===== config.mk =====
export PLATFORM = sky130hd
export DESIGN_NAME = sme_front_flat
export DESIGN_NICKNAME = d
export VERILOG_FILES = /design/src/design/stack_machine_executor_unit_assert.svh /design/src/design/sme_pkg.sv /design/src/design/sme_req_if.sv /design/src/design/sme_front.sv /design/src/flat_wrapper.sv
export SDC_FILE = /design/constraint.sdc
export NUM_CORES = 1
export LEC_CHECK = 0
export ABC_AREA = 1
export BUFFER_PORTS_ARGS = -buffer_cell sky130_fd_sc_hd__buf_2
export CORE_MARGIN = 3
export CORE_UTILIZATION = 55
export CTS_CLUSTER_DIAMETER = 60
export CTS_CLUSTER_SIZE = 16
export DETAILED_ROUTE_END_ITERATION = 10
export PLACE_DENSITY_LB_ADDON = 0.08
export SLEW_MARGIN = 20
export SYNTH_ARGS = -nofsm -noshare
export SYNTH_HDL_FRONTEND = slang
export SYNTH_SLANG_ARGS = --single-unit

===== constraint.sdc =====
create_clock -name clock -period 3.3 [get_ports clock]
set_input_delay 0.495 -clock clock [delete_from_list [all_inputs] [get_ports clock]]
set_output_delay 0.495 -clock clock [all_outputs]
set_load 0.03 [all_outputs]

===== src/design/stack_machine_executor_unit_assert.svh =====
// Assertion macros for the stack machine executor.
// Define NO_ASSERTIONS to compile them away.
`ifndef STACK_MACHINE_EXECUTOR_UNIT_ASSERT_SVH
`define STACK_MACHINE_EXECUTOR_UNIT_ASSERT_SVH
`ifndef NO_ASSERTIONS
`define SME_ASSERT_IMP(label, clk, rst, ante, cons) \
   label: assert property (@(posedge clk) disable iff (rst) (ante) |-> (cons)) \
      else $error("assertion failed");
`define SME_ASSERT_NXT(label, clk, rst, ante, cons) \
   label: assert property (@(posedge clk) disable iff (rst) (ante) |=> (cons)) \
      else $error("assertion failed");
`else
`define SME_ASSERT_IMP(label, clk, rst, ante, cons)
`define SME_ASSERT_NXT(label, clk, rst, ante, cons)
`endif
`endif


===== src/design/sme_pkg.sv =====
// Package for the stack machine executor: types, opcodes, status codes.
// No dependencies.
package sme_pkg;
   localparam int OperandDepthDefault = 64;
   localparam int DataDepthDefault = 64;
   localparam int MaxResults = 64;
   localparam int QueueDepth = 2;

   localparam logic [1:0] REQ_PRELOAD = 2'd0;
   localparam logic [1:0] REQ_EXEC    = 2'd1;
   localparam logic [1:0] REQ_DRAIN   = 2'd2;
   localparam logic [1:0] REQ_CLEAR   = 2'd3;

   localparam logic [31:0] OP_PUSH = 32'h0000_2A3D;
   localparam logic [31:0] OP_POP  = 32'h00FF_FF28;
   localparam logic [31:0] OP_ADD  = 32'h0000_0000;
   localparam logic [31:0] OP_SUB  = 32'h0001_1111;
   localparam logic [31:0] OP_MUL  = 32'h000A_BCEF;
   localparam logic [31:0] OP_DIV  = 32'h0000_0514;
   localparam logic [31:0] OP_LOAD = 32'hFFFF_FFFF;
   localparam logic [31:0] OP_SAVE = 32'h1010_1010;

   localparam logic [2:0] ST_OK    = 3'd0;
   localparam logic [2:0] ST_BADOP = 3'd1;
   localparam logic [2:0] ST_UNDER = 3'd2;
   localparam logic [2:0] ST_OVER  = 3'd3;
   localparam logic [2:0] ST_RANGE = 3'd4;
   localparam logic [2:0] ST_DIVZ  = 3'd5;
   localparam logic [2:0] ST_HALT  = 3'd6;

   typedef enum logic [3:0] {
      K_NONE = 4'b0000, K_BAD = 4'b0001, K_PUSH = 4'b0010, K_POP = 4'b0011,
      K_ADD = 4'b0100, K_SUB = 4'b0101, K_MUL = 4'b0110, K_DIV = 4'b0111,
      K_LOAD = 4'b1000, K_SAVE = 4'b1001
   } kind_type;

   typedef struct packed {
      logic [1:0]  req;
      kind_type    kind;
      logic [31:0] word;
   } cmd_type;

   function automatic kind_type classify(input logic [31:0] w);
      kind_type k;
      case (w)
         OP_PUSH: k = K_PUSH;
         OP_POP:  k = K_POP;
         OP_ADD:  k = K_ADD;
         OP_SUB:  k = K_SUB;
         OP_MUL:  k = K_MUL;
         OP_DIV:  k = K_DIV;
         OP_LOAD: k = K_LOAD;
         OP_SAVE: k = K_SAVE;
         default: k = K_BAD;
      endcase
      return k;
   endfunction
endpackage


===== src/design/sme_req_if.sv =====
// Request and response channel interfaces.
// Depends on nothing.
interface sme_req_if;
   logic        valid;
   logic        ready;
   logic [1:0]  req_type;
   logic [31:0] word;
   modport source (output valid, req_type, word, input ready);
   modport sink (input valid, req_type, word, output ready);
endinterface



===== src/design/sme_front.sv =====
// Front end: accepts request words, decodes opcodes, queues commands.
// Depends on sme_pkg.
module sme_front import sme_pkg::*; (
   input  logic    clock,
   input  logic    reset,
   sme_req_if.sink req,
   output cmd_type cmd,
   output logic    cmd_valid,
   input  logic    cmd_take
);
   localparam int AW = $clog2(QueueDepth);
   cmd_type            q_ff [QueueDepth];
   logic [AW-1:0]      wp_ff, wp_in, rp_ff, rp_in;
   logic [AW:0]        cnt_ff, cnt_in;
   logic               push, pop;

   assign req.ready = (cnt_ff != (AW+1)'(QueueDepth));
   assign push = req.valid && req.ready;
   assign cmd_valid = (cnt_ff != '0);
   assign pop = cmd_valid && cmd_take;
   assign cmd = q_ff[rp_ff];

   always_comb begin
      wp_in = push ? wp_ff + 1'b1 : wp_ff;
      rp_in = pop ? rp_ff + 1'b1 : rp_ff;
      cnt_in = cnt_ff + (AW+1)'(push) - (AW+1)'(pop);
   end

   always_ff @(posedge clock) begin
      if (reset) begin
         wp_ff <= '0;
         rp_ff <= '0;
         cnt_ff <= '0;
      end else begin
         wp_ff <= wp_in;
         rp_ff <= rp_in;
         cnt_ff <= cnt_in;
      end
      if (push) begin
         q_ff[wp_ff] <= '{req: req.req_type, kind: classify(req.word), word: req.word};
      end
   end
endmodule


===== src/flat_wrapper.sv =====
// flat-port wrapper written by rule: the top's interface ports become plain ports
module sme_front_flat import sme_pkg::*;
  (clock, reset, cmd, cmd_valid, cmd_take, req_valid, req_req_type, req_word, req_ready);
  sme_req_if req_i ();
  input  logic clock;
  input  logic reset;
  output cmd_type cmd;
  output logic cmd_valid;
  input  logic cmd_take;
  input wire logic [$bits(req_i.valid)-1:0] req_valid;
  input wire logic [$bits(req_i.req_type)-1:0] req_req_type;
  input wire logic [$bits(req_i.word)-1:0] req_word;
  output wire logic [$bits(req_i.ready)-1:0] req_ready;
  assign req_i.valid = req_valid;
  assign req_i.req_type = req_req_type;
  assign req_i.word = req_word;
  assign req_ready = req_i.ready;
  sme_front u_core (.clock(clock), .reset(reset), .req(req_i), .cmd(cmd), .cmd_valid(cmd_valid), .cmd_take(cmd_take));
endmodule

==> impl_summary.log, run 1 <==
INFO  metric run_status = finished, final reports clean
INFO  metric via_count = 2560
INFO  metric fillCellCount = 515
INFO  metric power_frac_comb = 0.284
INFO  metric worst-path-max-fanout = 38
INFO  metric finalWeightedCongestion = 0.916
INFO  metric floorplan.rows = 29
INFO  metric grt_setup_unrepaired = false
INFO  metric timing.critical_path.slowest_stage_cell = dfxtp_2
INFO  metric detail_route.wirelength = 6980 um
INFO  metric clock_slew_seen_by_the_registers_of_the_worst_setup_and_hold_paths = 0.08 ns
INFO  metric number_of_violations_reported_at_the_end_of_detailed_routing_iteration_0 = 92
INFO  metric path_delay_family = flip-flops
INFO  metric period_share = 0.718
INFO  metric slowest_delay = 0.93 ns
INFO  metric ctsHoldBuffers = 0
INFO  metric power_switching_share = 0.316
INFO  metric internal_power = 2.04 mW
INFO  metric netlist-cell-type-count = 21
INFO  metric skew = 0.0112 ns
INFO  metric ctsHtreeMaxLevel = 3
INFO  metric maxClockFrequency = 422 MHz
INFO  metric synth_sequential_area_ratio = 0.629
INFO  metric antenna_cells = 0
INFO  metric syn2layout_area_growth = 19.1%
INFO  metric worstSetupPathType = reg2out
INFO  metric grt_usage = 0.188
INFO  metric synth_warnings = 0
INFO  metric vdd.ir_drop.worst = 0.581 mV
INFO  metric die_width = 89.0 um
INFO  metric cts-root-to-sink-buffers = 2
INFO  metric ant_nets = 0
INFO  metric setup-tns-final = 0 ns
INFO  metric worst_setup_path_end_kind = primary output
INFO  metric ctsRootBufferMaster = clkbuf_8
INFO  metric final_nets = 474
INFO  metric design.portCount = 78
INFO  metric die_area = 7920 um^2
INFO  metric min_path_type = in2reg
INFO  metric timing_hold_violations_final = 0
INFO  metric post_drt_wl_per_cell = 13.5 um
INFO  metric critical_path.n_buffers_inverters = 1
INFO  metric share_clk_of_total_power = 0.258
INFO  metric initial_utilization = 0.583
INFO  metric p_switching = 0.943 mW
INFO  metric cts_sinks = 81
INFO  metric cp-start-kind = flop
INFO  metric crit_arrival = 1.87 ns
INFO  metric grt_max_degree = 40
INFO  metric finalPower = 2.98 mW
INFO  metric cts_tree = built
INFO  metric setup_viol = 0
INFO  metric cap_viol_max_count = 0
INFO  metric portBuffers = 77
INFO  metric worstMarginPinSlew = 0.907 ns
INFO  metric die_height = 89.0 um
INFO  metric antenna_found_initial = 0
INFO  metric clock_buffers_created_by_tritoncts = 9
INFO  metric sequentialPowerShare = 0.458
INFO  metric drt_pass1_iterations = 4
INFO  metric synthesis.nets = 388
INFO  metric yosysTopAreaCellShare = 0.603
INFO  metric synthesis.area_per_instance = 10.9 um^2
INFO  metric grt_overflow_total = 0
INFO  metric detailed_place_hpwl = 5000 um
INFO  metric grt_first_pass_wirelength = 11100 um
INFO  metric insertion_delay = 0.34 ns
INFO  metric syn_inst_count = 348
INFO  metric multi_input_comb_area = 1240 um^2
INFO  metric leading_area_contributor_after_synthesis = edfxtp_1
INFO  metric period_minus_slack = 2.37 ns
INFO  metric synthesis.area = 3790 um^2
INFO  metric synth_seq_cells = 81
INFO  metric vias_in_the_first_global_route = 2529
INFO  metric total_leakage_power = 1.84 nW
INFO  metric post_cts_resize_count = 0
INFO  metric maxSlewHeadroom = 0.396
INFO  metric postcts_setup_bufs = 0
INFO  metric top_post_synthesis_cells_by_area = edfxtp_1 (60%), mux2_2 (11%), nand2_1 (9.0%)
INFO  metric placeableCoreArea = 6490 um^2
INFO  metric ff_latch_area = 2380 um^2
INFO  metric worstPathRequired = 2.80 ns
INFO  metric via_per_inst = 4.96
INFO  metric crit_chain = mux2_2 > buf_2
INFO  metric drt_drc_violations_left = 0
INFO  metric slew_violations = 0
INFO  metric drive_above_1_share = 0.360
INFO  metric power_density = 661 nW/um^2
-- metal layers --
layer,track usage,part of all wire,vias to the layer above
li1,-,-,1308
met1,0.236,0.46,1187
met2,0.317,0.48,56
met3,0.0525,0.043,9
met4,0.0582,0.011,0
met5,0,0,-
-- cell families (layout without fill, tap and decap cells) --
kind of cell             after synthesis  count (layout)  synth area share
XOR/XNOR                               1               1           0.00231
multiplexers                          38              38             0.113
AO/OA/AOI/OAI                          2               2           0.00264
AND/OR/NAND/NOR                      178             178             0.198
adder cells (fa/ha/maj)                2               2           0.00661
flip-flops                            81              81             0.629
buffers and inverters                 46             137            0.0482
-- synth_stat cells (all sizes together) --
| master | instances |
|---|---|
| nand2 | 99 |
| edfxtp | 76 |
| nor2 | 70 |
| inv | 42 |
| mux2 | 38 |
| dfxtp | 5 |
| buf | 4 |
| nor3 | 4 |
| a21oi | 2 |
| ha | 2 |
| nand4 | 2 |
| nand3 | 1 |
| nor3b | 1 |
| or2 | 1 |
| xnor2 | 1 |
-- metrics by stage --
stage	setup slack [ns]	area, um^2	utilization	instances	hold slack [ns]
6_report	0.931	4510	0.694	516	0.336
3_5_place_dp	1.28	4270	0.657	499	0.492
2_1_floorplan	0.505	3790	-	348	0.454
3_3_place_gp	1.28	4270	0.657	499	0.460
5_1_grt	0.804	4510	0.694	516	0.317
4_1_cts	0.872	4480	0.690	515	0.324
-- cell usage in the layout, fill, tap and decap left out, drive strengths merged --
| cell type | count |
|---|---|
| nor3 | 4 |
| nor2 | 70 |
| dfxtp | 5 |
| buf | 79 |
| clkbuf | 13 |
| or2 | 1 |
| xnor2 | 1 |
| nand4 | 2 |
| mux2 | 38 |
| bufinv | 2 |
| clkinv | 1 |
| nor3b | 1 |
| inv | 42 |
| ha | 2 |
| nand3 | 1 |
| nand2 | 99 |
| a21oi | 2 |
| edfxtp | 76 |
-- power by group through the flow --
| stage | Combinational [mW] | Sequential [mW] | Clock (mW) |
|---|---|---|---|
| CTS | 0.852 | 1.37 | 0.784 |
| global route | 0.915 | 1.38 | 0.826 |
| global placement | 0.831 | 1.39 | 0 |
| floorplan | 0.664 | 1.33 | 0 |
| finish | 0.847 | 1.36 | 0.767 |
| detailed placement | 0.847 | 1.39 | 0 |
-- cell type report --
class                   instances  area share
clock buffers                  13      0.0330
clock inverters                 3      0.0144
inverters                      42      0.0350
multi-input cells             221       0.274
flip-flops and latches         81       0.529
well taps                      77      0.0214
repair buffers                 79      0.0932
-- state kept, by name, summed over array words and instances (netlist names), named ones only --
register       cells
u_core.wp_ff       1
u_core.rp_ff       1
u_core.cnt_ff      2
u_core.q_ff       76
-- path summary, 6_finish.rpt --
path	from	endpoint	slack, ns	depth (start not counted)
worst min-delay path	req_req_type[0]	u_core.q_ff[1][36]	0.34	1
worst max register to register	u_core.cnt_ff[0]	u_core.q_ff[0][33]	1.53	5
worst max-delay path	flop	cmd[32]	0.93	2
worst min register to register	u_core.rp_ff	flop	0.50	2
Power figures use the tool's default switching activity.
==> run 2, diff against run 1 <==
--- a/config.mk
+++ b/config.mk
@@ -5,10 +5,10 @@
 export SDC_FILE = /design/constraint.sdc
 export NUM_CORES = 1
 export LEC_CHECK = 0
-export ABC_AREA = 1
+export ABC_AREA = 0
 export BUFFER_PORTS_ARGS = -buffer_cell sky130_fd_sc_hd__buf_2
 export CORE_MARGIN = 3
-export CORE_UTILIZATION = 55
+export CORE_UTILIZATION = 48
 export CTS_CLUSTER_DIAMETER = 60
 export CTS_CLUSTER_SIZE = 16
 export DETAILED_ROUTE_END_ITERATION = 10
==> constraint.sdc (replaced) <==
create_clock -name clock -period 2.06 [get_ports clock]
set_input_delay 0.309 -clock clock [delete_from_list [all_inputs] [get_ports clock]]
set_output_delay 0.309 -clock clock [all_outputs]
set_load 0.03 [all_outputs]
==> run 2 against run 1 <==
Non-clock buffer count up 37. Synthesized cell count fell by 40%. Clock-buffer cell count shrank 1. Worst hold slack got worse by 0.18 ns. Sequential share of layout area rose by 1.3 points. Cell count shrank 16%. Critical endpoint is now u_core.q_ff[0][32]. Sequential cell count is the same. Largest cell class unchanged.
==> impl_summary.log, run 2 <==
INFO  metric min_path_type = in2reg (unchanged)
INFO  metric layout.cells.most_common = buf_2 (was nand2_1)
INFO  metric cts_sinks = 81 (unchanged)
INFO  metric top_register = u_core.q_ff (unchanged)
INFO  metric power_frac_comb = 0.343 (was 0.284)
INFO  metric leading_area_contributor_after_synthesis = edfxtp_1 (unchanged)
INFO  metric timing.hold.ws = 0.155 ns (was 0.336 ns)
INFO  metric period_minus_slack = 2.00 ns
INFO  metric finalWeightedCongestion = 0.877 (was 0.916)
INFO  metric synthesis.nets = 250 (was 388)
INFO  metric cts_tree = built (unchanged)
INFO  metric antenna_found_initial = 0 (unchanged)
INFO  metric top_post_synthesis_cells_by_area = edfxtp_1 (68%), mux2_2 (13%), dfxtp_1 (3.0%) (was edfxtp_1 (60%), mux2_2 (11%), nand2_1 (9.0%))
INFO  metric fillCellCount = 513 (was 515)
INFO  metric drt_drc_violations_left = 0 (unchanged)
INFO  metric portBuffers = 77 (unchanged)
INFO  metric slew_violations = 0 (unchanged)
INFO  metric netlist-cell-type-count = 35 (was 21)
INFO  metric power_density = 1140 nW/um^2 (was 661 nW/um^2)
INFO  metric cap_viol_max_count = 0 (unchanged)
INFO  metric via_per_inst = 5.21 (was 4.96)
INFO  metric ant_nets = 0 (unchanged)
INFO  metric ctsHtreeMaxLevel = 3 (unchanged)
INFO  metric grt_setup_unrepaired = false (unchanged)
INFO  metric cp-start-kind = primary input (was flop)
INFO  metric die_area = 8080 um^2 (was 7920 um^2)
INFO  metric synth_enable_flop_cells = 76 (unchanged)
INFO  metric worst_setup_path_end_kind = flop (was primary output)
INFO  metric clock_buffers_created_by_tritoncts = 9 (unchanged)
INFO  metric clock_slew_seen_by_the_registers_of_the_worst_setup_and_hold_paths = 0.08 ns (about the same)
INFO  metric synth_warnings = 0 (unchanged)
INFO  metric syn_inst_count = 210 (was 348)
INFO  metric top_regs = u_core.q_ff (76), u_core.cnt_ff (2) (unchanged)
INFO  metric maxClockFrequency = 500 MHz
INFO  metric design.portCount = 78 (unchanged)
INFO  metric grt_max_degree = 25 (was 40)
INFO  metric critical_path.n_buffers_inverters = 1 (unchanged)
INFO  metric run_status = finished, final reports clean (unchanged)
INFO  metric ctsRootBufferMaster = clkbuf_8 (unchanged)
INFO  metric top_signal_layer_used = met4 (unchanged)
INFO  metric maxSlewHeadroom = 0.711 (was 0.396)
INFO  metric sequentialPowerShare = 0.432 (was 0.458)
INFO  metric synthesis.area = 3380 um^2 (was 3790 um^2)
INFO  metric placeableCoreArea = 6570 um^2 (was 6490 um^2)
INFO  metric drt_pass1_iterations = 4 (unchanged)
INFO  metric post_drt_wl_per_cell = 16.9 um (was 13.5 um)
INFO  metric syn2layout_area_growth = 30.3% (was 19.1%)
INFO  metric setup-tns-final = 0 ns (unchanged)
INFO  metric number_of_violations_reported_at_the_end_of_detailed_routing_iteration_0 = 106 (was 92)
INFO  metric worstPathRequired = 2.14 ns (was 2.80 ns)
INFO  metric timing.critical_path.slowest_stage_cell = or4b_4 (was dfxtp_2)
INFO  metric die_height = 89.9 um (was 89.0 um)
INFO  metric synth_common_cells = edfxtp_1 (76), mux2_2 (38), nor2_1 (14), nand2_1 (10), nand4_1 (9) (was nand2_1 (91), edfxtp_1 (76), nor2_1 (62), mux2_2 (38), inv_1 (34))
INFO  metric drive_above_1_share = 0.550 (was 0.360)
INFO  metric total_leakage_power = 1.67 nW (was 1.84 nW)
INFO  metric crit_arrival = 2.08 ns (was 1.87 ns)
INFO  metric detailed_place_hpwl = 5340 um (was 5000 um)
INFO  metric yosysTopAreaCellShare = 0.676 (was 0.603)
INFO  metric vdd.ir_drop.worst = 0.833 mV (was 0.581 mV)
INFO  metric worstSetupPathType = in2reg (was reg2out)
INFO  metric grt_usage = 0.186 (was 0.188)
INFO  metric drt-met1-wl = 3150 um (was 3230 um)
INFO  metric synthesis.area_per_instance = 16.1 um^2 (was 10.9 um^2)
INFO  metric synthMostInstantiatedCell = edfxtp_1 (was nand2_1)
INFO  metric wl_met2 = 3650 um (was 3370 um)
INFO  metric die_width = 89.9 um (was 89.0 um)
INFO  metric synth_sequential_area_ratio = 0.705 (was 0.629)
INFO  metric synth_seq_cells = 81 (unchanged)
INFO  metric worst-path-max-fanout = 3 (was 38)
INFO  metric grt_first_pass_wirelength = 11700 um (was 11100 um)
INFO  metric p_switching = 1.71 mW (was 0.943 mW)
INFO  metric synth_ff_type = edfxtp_1 (unchanged)
INFO  metric final_nets = 373 (was 474)
INFO  metric grt_overflow_total = 0 (unchanged)
INFO  metric dr_wl_met3 = 369 um (was 302 um)
INFO  metric skew = 0.00691 ns (was 0.0112 ns)
INFO  metric via_count = 2245 (was 2560)
INFO  metric path_delay_family = simple AND/OR/NAND/NOR gates (was flip-flops)
INFO  metric largest_reg_flops = 76 (unchanged)
INFO  metric share_clk_of_total_power = 0.225 (was 0.258)
INFO  metric period_share = 0.970
INFO  metric finalPower = 5.03 mW (was 2.98 mW)
INFO  metric slowest_delay = 0.58 ns (was 0.93 ns)
INFO  metric layout_common_cells = buf_2 (77), edfxtp_1 (76), buf_4 (39) (was nand2_1 (91), buf_2 (77), edfxtp_1 (76))
INFO  metric cts-root-to-sink-buffers = 2 (unchanged)
INFO  metric internal_power = 3.33 mW (was 2.04 mW)
INFO  metric vias_in_the_first_global_route = 2310 (was 2529)
INFO  metric worstMarginPinSlew = 0.430 ns (was 0.907 ns)
INFO  metric async_reset_ff_frac = 0 (unchanged)
INFO  metric floorplan.rows = 29 (unchanged)
INFO  metric crit_chain = buf_2 > or4_4 > or4b_4 > nor4_4 > o21ba_4 > nand4_2 > o211ai_2 (was mux2_2 > buf_2)
INFO  metric timing_hold_violations_final = 0 (unchanged)
INFO  metric initial_utilization = 0.514 (was 0.583)
INFO  metric detail_route.wirelength = 7270 um (was 6980 um)
INFO  metric setup_viol = 0 (unchanged)
INFO  metric insertion_delay = 0.35 ns (was 0.34 ns)
INFO  metric antenna_cells = 0 (unchanged)
INFO  metric power_switching_share = 0.339 (was 0.316)
[run 2: final timing paths]
path	startpoint	end	slack [ns]	cells past startpoint
worst max-delay path	req_word[21]	u_core.q_ff[0][32]	0.06	7
worst max register to register	u_core.cnt_ff[1]	u_core.cnt_ff[1]	0.29	8
worst min register to register	u_core.rp_ff	u_core.rp_ff	0.52	2
worst min-delay path	req_req_type[0]	u_core.q_ff[1][36]	0.15	1
[run 2: what timing repair did]
item	in CTS	in global routing
pin swaps	0	0
setup buffers	0	0
endpoints found under the setup margin	2	2
resized for setup	1	4
gates cloned	0	0
hold buffers	0	0
hold endpoints to repair	0	0
[run 2: final cells by class]
class | count | area (um^2) | share of cell area
multi-input cells | 121 | 1010 | 0.229
clock inverters | 4 | 52.6 | 0.0119
repair buffers | 116 | 678 | 0.154
flip-flops and latches | 81 | 2380 | 0.542
inverters | 4 | 15.0 | 0.00341
clock buffers | 12 | 145 | 0.0330
well taps | 93 | 116 | 0.0264
[run 2: cell families (layout without fill, tap and decap cells)]
logic type / after synthesis / in the layout / share of synthesized area
xor+xnor: 4 / 4 / 0.0104
buf+inv: 8 / 136 / 0.00889
flops: 81 / 81 / 0.705
compound gates: 6 / 6 / 0.0174
simple gates: 71 / 71 / 0.124
fa+ha+maj: 2 / 2 / 0.00741
mux: 38 / 38 / 0.127
[run 2: layer usage]
layer  track usage  up-vias
li1              -     1070
met1         0.236     1083
met2         0.310       79
met3        0.0401       13
met4        0.0804        0
met5             0        -
[run 2: stage by stage]
stage | std cells | area (um^2) | setup slack, ns | util
CTS | 431 | 4370 | 0.0829 | 0.666
finish | 431 | 4400 | 0.0618 | 0.670
floorplan | 210 | 3390 | -0.0761 | -
detailed placement | 415 | 4170 | -0.392 | 0.635
global route | 431 | 4400 | 0.0271 | 0.670
global placement | 415 | 4170 | -0.342 | 0.635
[run 2: power groups by stage]
stage | sequential [mW] | combinational (mW) | clock [mW]
finish | 2.18 | 1.72 | 1.13
global route | 2.20 | 1.85 | 1.24
global placement | 2.20 | 1.73 | 0
floorplan | 2.20 | 1.23 | 0
detailed placement | 2.22 | 1.74 | 0
CTS | 2.18 | 1.75 | 1.16
[run 2: worst register-to-register path, cell delays in order (launching register included)]
cell	delay, ns
dfxtp_1	0.34
or2_2	0.28
and2_1	0.19
ha_1	0.29
inv_1	0.05
ha_1	0.14
xor2_1	0.18
xnor2_1	0.14
nor2_1	0.05
